**src/rtl/core/pvi_pkg.sv**
```systemverilog
// ----------------------------------------------------------------------------
// PID variable integral package
// Shared constants, register indexes and controller/datapath interface types.
// ----------------------------------------------------------------------------
package pvi_pkg;

   localparam int CSR_INDEX_W = 3;
   localparam int CSR_DATA_W  = 16;
   localparam int OUT_W       = 16;
   localparam int RSP_DATA_W  = 2 * OUT_W;
   localparam int GAIN_W      = 16;
   localparam int LIMIT_W     = 15;
   localparam int BAND_W      = 16;
   localparam int DIV_STEPS   = 16;
   localparam int DIV_CNT_W   = 4;

   localparam logic [CSR_INDEX_W-1:0] CSR_PROP_GAIN       = 3'd0;
   localparam logic [CSR_INDEX_W-1:0] CSR_INTEG_GAIN      = 3'd1;
   localparam logic [CSR_INDEX_W-1:0] CSR_DERIV_GAIN      = 3'd2;
   localparam logic [CSR_INDEX_W-1:0] CSR_INTEGRAL_LIMIT  = 3'd3;
   localparam logic [CSR_INDEX_W-1:0] CSR_OUTPUT_LIMIT    = 3'd4;
   localparam logic [CSR_INDEX_W-1:0] CSR_SEPARATION_BAND = 3'd5;

   localparam logic [1:0] MUL_KI_MAG = 2'd0;
   localparam logic [1:0] MUL_WEIGHT = 2'd1;
   localparam logic [1:0] MUL_KP_ERR = 2'd2;
   localparam logic [1:0] MUL_KD_DER = 2'd3;

   typedef struct packed {
      logic       load;
      logic       prep;
      logic       div_step;
      logic       mul_en;
      logic [1:0] mul_sel;
      logic       int_upd;
      logic       acc_add;
      logic       out_load;
   } pvi_cmd_type;

   typedef struct packed {
      logic div_done;
   } pvi_status_type;

endpackage

```
**src/rtl/core/pid_variable_integral_core.sv**
```systemverilog
// ----------------------------------------------------------------------------
// PID controller with variable-speed integral
// Positional PID whose integral weight fades with the error magnitude.
//
//   Group   Direction  Content
//   req_    in         target, measured samples
//   rsp_    out        drive, integral term
//   csr_    in         gain, limit and band register writes
//
// An item passes from acceptance through a prepare step, the bit-serial weight
// divider, six steps on the shared multiplier and accumulator and a load of the
// result register. Input is taken again in the cycle after that load, so a new
// item starts only after the last one is loaded, and a result may wait on
// rsp_tready while the next item is processed.
// Reset clears the integral and the previous error and restores register defaults.
// ----------------------------------------------------------------------------
module pid_variable_integral_core #(
   parameter int SAMPLE_WIDTH  = 16,
   parameter int FRACTION_BITS = 8
) (
   input  logic                                        clock,
   input  logic                                        reset,
   input  logic                                        req_tvalid,
   output logic                                        req_tready,
   // target, measured
   input  logic [((2 * SAMPLE_WIDTH + 7) / 8) * 8-1:0] req_tdata,
   output logic                                        rsp_tvalid,
   input  logic                                        rsp_tready,
   // drive, integral_term
   output logic [pvi_pkg::RSP_DATA_W-1:0]              rsp_tdata,
   input  logic                                        csr_wr_en,
   input  logic [pvi_pkg::CSR_INDEX_W-1:0]             csr_index,
   input  logic [pvi_pkg::CSR_DATA_W-1:0]              csr_wr_data
);
   import pvi_pkg::*;

   pvi_cmd_type    cmd;
   pvi_status_type status;
   logic [OUT_W-1:0] drive;
   logic [OUT_W-1:0] integral_term;

   pvi_ctrl u_ctrl (
      .clock      (clock),
      .reset      (reset),
      .req_tvalid (req_tvalid),
      .req_tready (req_tready),
      .rsp_tvalid (rsp_tvalid),
      .rsp_tready (rsp_tready),
      .cmd        (cmd),
      .status     (status)
   );

   pvi_datapath #(
      .SAMPLE_WIDTH  (SAMPLE_WIDTH),
      .FRACTION_BITS (FRACTION_BITS)
   ) u_datapath (
      .clock         (clock),
      .reset         (reset),
      .csr_wr_en     (csr_wr_en),
      .csr_index     (csr_index),
      .csr_wr_data   (csr_wr_data),
      .target        (req_tdata[SAMPLE_WIDTH-1:0]),
      .measured      (req_tdata[2*SAMPLE_WIDTH-1:SAMPLE_WIDTH]),
      .cmd           (cmd),
      .status        (status),
      .drive         (drive),
      .integral_term (integral_term)
   );

   assign rsp_tdata = {integral_term, drive};

endmodule

```
**src/rtl/core/pvi_ctrl.sv**
```systemverilog
// ----------------------------------------------------------------------------
// PID variable integral controller
// Sequences the divider, the shared multiplier and the result register.
// ----------------------------------------------------------------------------
module pvi_ctrl (
   input  logic                   clock,
   input  logic                   reset,
   input  logic                   req_tvalid,
   output logic                   req_tready,
   output logic                   rsp_tvalid,
   input  logic                   rsp_tready,
   output pvi_pkg::pvi_cmd_type   cmd,
   input  pvi_pkg::pvi_status_type status
);
   import pvi_pkg::*;

   localparam logic [3:0] S_IDLE = 4'd0;
   localparam logic [3:0] S_PREP = 4'd1;
   localparam logic [3:0] S_DIV  = 4'd2;
   localparam logic [3:0] S_M1   = 4'd3;
   localparam logic [3:0] S_M2   = 4'd4;
   localparam logic [3:0] S_INT  = 4'd5;
   localparam logic [3:0] S_MP   = 4'd6;
   localparam logic [3:0] S_MD   = 4'd7;
   localparam logic [3:0] S_ADD  = 4'd8;
   localparam logic [3:0] S_OUT  = 4'd9;

   logic [3:0] state_ff;
   logic [3:0] state_in;
   logic       rsp_valid_ff;
   logic       rsp_valid_in;
   logic       out_free;

   assign out_free   = !rsp_valid_ff || rsp_tready;
   assign req_tready = (state_ff == S_IDLE);
   assign rsp_tvalid = rsp_valid_ff;

   always_comb begin
      cmd          = '0;
      state_in     = state_ff;
      rsp_valid_in = rsp_valid_ff && !rsp_tready;
      case (state_ff)
         S_IDLE: begin
            if (req_tvalid) begin
               cmd.load = 1'b1;
               state_in = S_PREP;
            end
         end
         S_PREP: begin
            cmd.prep = 1'b1;
            state_in = S_DIV;
         end
         S_DIV: begin
            cmd.div_step = 1'b1;
            if (status.div_done) begin
               state_in = S_M1;
            end
         end
         S_M1: begin
            cmd.mul_en  = 1'b1;
            cmd.mul_sel = MUL_KI_MAG;
            state_in    = S_M2;
         end
         S_M2: begin
            cmd.mul_en  = 1'b1;
            cmd.mul_sel = MUL_WEIGHT;
            state_in    = S_INT;
         end
         S_INT: begin
            cmd.int_upd = 1'b1;
            state_in    = S_MP;
         end
         S_MP: begin
            cmd.mul_en  = 1'b1;
            cmd.mul_sel = MUL_KP_ERR;
            state_in    = S_MD;
         end
         S_MD: begin
            cmd.mul_en  = 1'b1;
            cmd.mul_sel = MUL_KD_DER;
            cmd.acc_add = 1'b1;
            state_in    = S_ADD;
         end
         S_ADD: begin
            cmd.acc_add = 1'b1;
            state_in    = S_OUT;
         end
         S_OUT: begin
            if (out_free) begin
               cmd.out_load = 1'b1;
               rsp_valid_in = 1'b1;
               state_in     = S_IDLE;
            end
         end
         default: begin
            state_in = S_IDLE;
         end
      endcase
   end

   always_ff @(posedge clock) begin
      if (reset) begin
         state_ff     <= S_IDLE;
         rsp_valid_ff <= 1'b0;
      end else begin
         state_ff     <= state_in;
         rsp_valid_ff <= rsp_valid_in;
      end
   end

endmodule

```
**src/rtl/core/pvi_datapath.sv**
```systemverilog
// ----------------------------------------------------------------------------
// PID variable integral datapath
// Holds the settings, error state, serial divider, shared multiplier,
// integral accumulator and result registers.
// ----------------------------------------------------------------------------
module pvi_datapath #(
   parameter int SAMPLE_WIDTH  = 16,
   parameter int FRACTION_BITS = 8
) (
   input  logic                                 clock,
   input  logic                                 reset,
   input  logic                                 csr_wr_en,
   input  logic [pvi_pkg::CSR_INDEX_W-1:0]      csr_index,
   input  logic [pvi_pkg::CSR_DATA_W-1:0]       csr_wr_data,
   input  logic signed [SAMPLE_WIDTH-1:0]       target,
   input  logic signed [SAMPLE_WIDTH-1:0]       measured,
   input  pvi_pkg::pvi_cmd_type                 cmd,
   output pvi_pkg::pvi_status_type              status,
   output logic [pvi_pkg::OUT_W-1:0]            drive,
   output logic [pvi_pkg::OUT_W-1:0]            integral_term
);
   import pvi_pkg::*;

   localparam int EW  = SAMPLE_WIDTH + 1;
   localparam int DW  = SAMPLE_WIDTH + 2;
   localparam int CW  = (EW > BAND_W) ? EW : BAND_W;
   localparam int MAW = (DW > 33) ? DW : 33;
   localparam int MBW = GAIN_W + 1;
   localparam int PW  = MAW + MBW;
   localparam int IW  = LIMIT_W + 1 + FRACTION_BITS;
   localparam int ISW = ((IW > 33) ? IW : 33) + 1;
   localparam int AW  = PW + 2;

   logic [GAIN_W-1:0]  kp_ff;
   logic [GAIN_W-1:0]  ki_ff;
   logic [GAIN_W-1:0]  kd_ff;
   logic [LIMIT_W-1:0] ilim_ff;
   logic [LIMIT_W-1:0] olim_ff;
   logic [BAND_W-1:0]  band_ff;

   logic signed [EW-1:0]  err_ff;
   logic signed [EW-1:0]  prev_ff;
   logic signed [DW-1:0]  derr_ff;
   logic [BAND_W-1:0]     mag16_ff;
   logic                  neg_ff;
   logic                  use_int_ff;
   logic [BAND_W:0]       rem_ff;
   logic [BAND_W-1:0]     quo_ff;
   logic [DIV_CNT_W-1:0]  div_cnt_ff;
   logic signed [PW-1:0]  prod_ff;
   logic signed [IW-1:0]  isum_ff;
   logic signed [AW-1:0]  acc_ff;
   logic [OUT_W-1:0]      drive_ff;
   logic [OUT_W-1:0]      iterm_ff;

   logic [EW-1:0]         mag_c;
   logic [CW-1:0]         mag_ext;
   logic [BAND_W-1:0]     band_c;
   logic [BAND_W:0]       rem_shift;
   logic [BAND_W-1:0]     weight_c;
   logic signed [MAW-1:0] mul_a;
   logic signed [MBW-1:0] mul_b;
   logic signed [PW-1:0]  prod_c;
   logic signed [ISW-1:0] inc_c;
   logic signed [ISW-1:0] isum_sum;
   logic signed [ISW-1:0] ilim_c;
   logic signed [ISW-1:0] isum_new;
   logic signed [AW-1:0]  acc_shift;
   logic signed [AW-1:0]  olim_c;
   logic signed [AW-1:0]  drive_c;

   always_ff @(posedge clock) begin
      if (reset) begin
         kp_ff   <= '0;
         ki_ff   <= '0;
         kd_ff   <= '0;
         ilim_ff <= '1;
         olim_ff <= '1;
         band_ff <= '1;
      end else if (csr_wr_en) begin
         case (csr_index)
            CSR_PROP_GAIN:       kp_ff   <= csr_wr_data;
            CSR_INTEG_GAIN:      ki_ff   <= csr_wr_data;
            CSR_DERIV_GAIN:      kd_ff   <= csr_wr_data;
            CSR_INTEGRAL_LIMIT:  ilim_ff <= csr_wr_data[LIMIT_W-1:0];
            CSR_OUTPUT_LIMIT:    olim_ff <= csr_wr_data[LIMIT_W-1:0];
            CSR_SEPARATION_BAND: band_ff <= csr_wr_data;
            default: begin
            end
         endcase
      end
   end

   assign mag_c     = err_ff[EW-1] ? EW'(-err_ff) : EW'(err_ff);
   assign mag_ext   = CW'(mag_c);
   assign band_c    = (band_ff == '0) ? BAND_W'(1) : band_ff;
   assign rem_shift = {rem_ff[BAND_W-1:0], 1'b0};
   assign weight_c  = ~quo_ff + BAND_W'(1);
   assign status.div_done = (div_cnt_ff == DIV_CNT_W'(DIV_STEPS - 1));

   always_comb begin
      case (cmd.mul_sel)
         MUL_KI_MAG: begin
            mul_a = MAW'(mag16_ff);
            mul_b = MBW'(ki_ff);
         end
         MUL_WEIGHT: begin
            mul_a = MAW'(prod_ff[31:0]);
            mul_b = MBW'(weight_c);
         end
         MUL_KP_ERR: begin
            mul_a = MAW'(err_ff);
            mul_b = MBW'(kp_ff);
         end
         default: begin
            mul_a = MAW'(derr_ff);
            mul_b = MBW'(kd_ff);
         end
      endcase
   end

   assign prod_c = PW'(mul_a) * PW'(mul_b);

   always_comb begin
      inc_c = use_int_ff ? ISW'(prod_ff[47:16]) : '0;
      if (neg_ff) begin
         inc_c = -inc_c;
      end
      isum_sum = ISW'(isum_ff) + inc_c;
      ilim_c   = ISW'(ilim_ff) << FRACTION_BITS;
      if (isum_sum > ilim_c) begin
         isum_new = ilim_c;
      end else if (isum_sum < -ilim_c) begin
         isum_new = -ilim_c;
      end else begin
         isum_new = isum_sum;
      end
   end

   always_comb begin
      acc_shift = acc_ff >>> FRACTION_BITS;
      olim_c    = AW'(olim_ff);
      if (acc_shift > olim_c) begin
         drive_c = olim_c;
      end else if (acc_shift < -olim_c) begin
         drive_c = -olim_c;
      end else begin
         drive_c = acc_shift;
      end
   end

   always_ff @(posedge clock) begin
      if (reset) begin
         prev_ff    <= '0;
         isum_ff    <= '0;
         div_cnt_ff <= '0;
      end else begin
         if (cmd.prep) begin
            prev_ff    <= err_ff;
            div_cnt_ff <= '0;
         end else if (cmd.div_step) begin
            div_cnt_ff <= div_cnt_ff + DIV_CNT_W'(1);
         end
         if (cmd.int_upd) begin
            isum_ff <= IW'(isum_new);
         end
      end
   end

   always_ff @(posedge clock) begin
      if (cmd.load) begin
         err_ff <= EW'(target) - EW'(measured);
      end
      if (cmd.prep) begin
         neg_ff     <= err_ff[EW-1];
         mag16_ff   <= mag_ext[BAND_W-1:0];
         use_int_ff <= (mag_c != '0) && (mag_ext < CW'(band_c));
         derr_ff    <= DW'(err_ff) - DW'(prev_ff);
         rem_ff     <= {1'b0, mag_ext[BAND_W-1:0]};
         quo_ff     <= '0;
      end
      if (cmd.div_step) begin
         if (rem_shift >= {1'b0, band_c}) begin
            rem_ff <= rem_shift - {1'b0, band_c};
            quo_ff <= {quo_ff[BAND_W-2:0], 1'b1};
         end else begin
            rem_ff <= rem_shift;
            quo_ff <= {quo_ff[BAND_W-2:0], 1'b0};
         end
      end
      if (cmd.mul_en) begin
         prod_ff <= prod_c;
      end
      if (cmd.int_upd) begin
         acc_ff <= AW'(isum_new);
      end else if (cmd.acc_add) begin
         acc_ff <= acc_ff + AW'(prod_ff);
      end
      if (cmd.out_load) begin
         drive_ff <= OUT_W'(drive_c);
         iterm_ff <= isum_ff[IW-1:FRACTION_BITS];
      end
   end

   assign drive         = drive_ff;
   assign integral_term = iterm_ff;

endmodule
```
**config.mk**
```make
export PLATFORM = sky130hd
export DESIGN_NAME = pid_variable_integral_core
export DESIGN_NICKNAME = d
export VERILOG_FILES = /design/src/rtl/core/pvi_pkg.sv /design/src/rtl/core/pid_variable_integral_core.sv /design/src/rtl/core/pvi_ctrl.sv /design/src/rtl/core/pvi_datapath.sv
export SDC_FILE = /design/constraint.sdc
export NUM_CORES = 2
export LEC_CHECK = 0
export ABC_AREA = 1
export ABC_CLOCK_PERIOD_IN_PS = 18250
export BUFFER_PORTS_ARGS = -buffer_cell sky130_fd_sc_hd__buf_2
export CORE_ASPECT_RATIO = 0.8
export CORE_MARGIN = 2
export CORE_UTILIZATION = 27
export DETAILED_ROUTE_END_ITERATION = 12
export PLACE_DENSITY_LB_ADDON = 0.2
export SYNTH_ARGS = -nofsm -noshare
export SYNTH_HDL_FRONTEND = slang
export SYNTH_SLANG_ARGS = --single-unit
```
**constraint.sdc**
```tcl
create_clock -name clock -period 18.25 [get_ports clock]
set_input_delay 0.9125 -clock clock [delete_from_list [all_inputs] [get_ports clock]]
set_output_delay 0.9125 -clock clock [all_outputs]
set_load 0.03 [all_outputs]
```
==> metrics.md <==
| Metric | Value |
|---|---|
| Status | finished, final reports clean |
| Setup_tns | 0 ns |
| CTS tree | built |
| Vias in the first global route | 39.6k |
| Yosys reg bits | around 360 |
| Min-Delay Path Class | flop to flop |
| Worst-path clk slew | ~0.060 ns |
| Cell mode on critical path | inv_1 |
| Post-Synthesis Cell Area | 45400 sq um |
| WS Path Type | flop to flop |
| GR Overflow Total | 0 |
| Final core occ | 29.9% |
| Syn Nets | approximately 6.9k |
| Final HPWL DP | 138000 um |
| Clk_lat worst skew | about 0.65 ns |
| Tcrit/Tclk final | a little over half |
| Core area | about 170000 sq um |
| Fin area | 49900 sq um |
| Die area | 172000 sq um |
| Hold_ws | 0.453 ns |
| Clock Path Buffers | 3 |
| Inserted Clock Buffers | 44 |
| DP Area | 48400 sq um |
| Top cells by area, synth | fa_1, edfxtp_1, nand2_1, ha_1, inv_1 |
| Per-cell routed wire length | 20.5 um |
| Cts hold-fix bufs | 0 |
| First-pass DRT Iterations | 6 |
| Max-Slew Margin vs Limit | 29.2% |
| Clock sink total | 363 |
| Pre-CTS WS | roughly 8.8 ns |
| Die Ht | 371 um |
| Crit-path max FO | 21 |
| Root buffer cell | clkbuf_16 |
| Worst vdd ir | 66.5 uV |
| Share of layout cells above drive strength 1 | 4.86% |
| Post_cts resized | 0 |
| CP Buf/Inv Count | 10 |
| Vias post-DR | 39.5k |
| Fmax achieved | 0.104 GHz |
| Routed WL | about 170000 um |
| Hold path start | u_datapath.div_cnt_ff[3]$_SDFFE_PP0N_ |
| # IOs | 90 |
| Final worst path period need | between 9 and 10 ns |
| Hold Vio Cnt, Final | 0 |
| H-tree levels | 2 |
| Critical path arrival | between 9 and 10 ns |
| Syn Inst Count | 5941 |
| Placer Congestion | between 0.9 and 1 |
| DRC | 0 |
| CP Launch Type | flop |
| Nets | 6913 |
| Total chip power | 3.35 mW |
| Post-synth EDFFs | 219 |
| Initial Util | 27.2% |
| Worst Max-Slew Pin Slew | 1.06 ns |
| First-pass GRT wire length | about 260000 um |
| Power per cell area | around 67 nW/um^2 |
| Layout Cells excl Fill | 8250 |
| Slowest CP cell | inv_1 |
| Max-slew violations | 0 |
| Area grow syn2layout | 9.80% |
| Distinct cells, synth | between 60 and 70 |
| Fraction of registers with async set/reset | 0% |
| Post-synth top flop | edfxtp_1 |
| Seq/Total Area, Yosys | 20.8% |
| Worst r2r src | u_ctrl.state_ff[0]$_SDFFE_PP0P_ |
| Final setup violation count | 0 |
| Mapped Avg Cell Area | 7.64 sq um |
| Pleak | 24.1 nW |
| Number of post-CTS setup repair buffers | 0 |
| RSZ-0062 raised after global routing | no |
| Inst Count DP | 8166 |
| Leading area contributor after synthesis | fa_1 |
| Antenna Nets Post-Route | 0 |
| Critical path capture point type | flop |
| Vias per cell | 4.79 |
| Top cell type's share of synthesized area | 22.4% |
| Post-route setup slack | 8.68 ns |
| Count leader, synth | nand2_1 |
| PortBufs | 89 |
| Starting DRC count in detailed routing | 3426 |
| Die Width | approximately 460 um |
| CP Launch Point | u_ctrl.state_ff[0]$_SDFFE_PP0P_ |
| Critical Path RT | roughly 19 ns |
| Max-cap violations | 0 |
| Yosys Warn Count | 0 |
| CP delay by family, top | adder cells |
| Most frequent cells after synthesis | nand2_1, inv_1, nor2_1 |
| GR Util All Layers | 19.6% |
| Largest net degree at the start of global routing | between 70 and 80 |
| Initial antenna violation count | 7 |
| Core Rows | 134 |
| Slowest stage delay, CP | 0.66 ns |
| Clock Skew | between 0.05 and 0.06 ns |
worst register-to-register path, delay by kind of cell (launching register included):
kind                       cells  cell delay, ns
AOI/OAI and AO/OA              3            0.68
adders and majority gates      7            3.62
and+or+nand+nor                8            1.91
xor gates and xnor gates       1            0.37
DFF                            1            0.65
buffers and inverters         10            2.13
registers in the layout, indices dropped and copies added, names as in the netlist, 16 cells and up:
name                      count
u_datapath.err_ff            17
u_datapath.isum_ff           24
u_datapath.derr_ff           18
u_datapath.band_ff           16
u_datapath.kd_ff             16
u_datapath.prod_ff           50
u_datapath.rem_ff            16
u_datapath.ki_ff             16
u_datapath.prev_ff           17
u_datapath.acc_ff            52
u_datapath.kp_ff             16
u_datapath.integral_term     16
u_datapath.drive             16
u_datapath.quo_ff            16
u_datapath.mag16_ff          16
report_power, final:
part	switching, mW	internal (mW)	total, mW	leakage, nW
Sequential	0.0633	0.990	1.05	3.20
Combinational	0.940	0.431	1.37	20.2
Clock	0.440	0.481	0.921	0.681
metal layers:
metal / vias up / share of wire, % / GRT usage [%] / routed length, um
met3: 124 / 6.7 / 3.02 / 11400
li1: 18800 / - / - / -
met2: 1225 / 41 / 28.7 / 69000
met5: - / 0 / 0 / 0
met4: 0 / 1.3 / 2.88 / 2250
met1: 19400 / 51 / 30.5 / 86600
final timing paths:
check / to / slack [ns] / cells after the start
worst max-delay path: u_datapath.prod_ff[43]$_DFFE_PP_ / 8.68 / 29
worst min-delay path: u_datapath.div_cnt_ff[3]$_SDFFE_PP0N_ / 0.45 / 1
worst max register to register: u_datapath.prod_ff[43]$_DFFE_PP_ / 8.68 / 29
worst min register to register: u_datapath.div_cnt_ff[3]$_SDFFE_PP0N_ / 0.45 / 1
cell usage in the layout, fill, tap and decap left out, drive strengths merged, types with 4 or more instances in the layout:
master	netlist	final
fa	508	508
a31oi	25	25
ha	381	381
o2111ai	23	23
nand4	35	35
buf	51	141
o31ai	6	6
clkinvlp	0	7
o22ai	13	13
nor3	56	56
clkbuf	109	52
nor4	28	28
edfxtp	219	219
nand3	193	193
o21a	17	17
xor2	135	135
o21ai	307	307
nand2	1322	1322
clkinv	7	24
xnor2	61	61
a21o	13	13
inv	1165	1170
and2	4	4
nor2	623	623
o211ai	61	61
o21bai	19	19
a21oi	358	358
a211oi	8	8
or2	13	13
nand3b	11	11
dfxtp	144	144
a21boi	6	6
final cells by class:
cell class                 count  area, sq um
antenna                        2         5.00
clock buffer                  52         1160
clock inverter                30          263
fill                       18300       117000
inverter                    1172         4400
multi-input combinational   4246        30900
sequential                   363         9460
tap                         2244         2810
timing repair buffer         141          836
kinds of logic after synthesis:
logic type / after synthesis / synth area share (%)
simple gates: 2287 / 20.3
buf+inv: 1332 / 11.2
fa+ha+maj: 889 / 32.9
compound gates: 874 / 10.9
flops: 363 / 20.8
xor+xnor: 196 / 3.78
(Power assumes the default switching activity.)
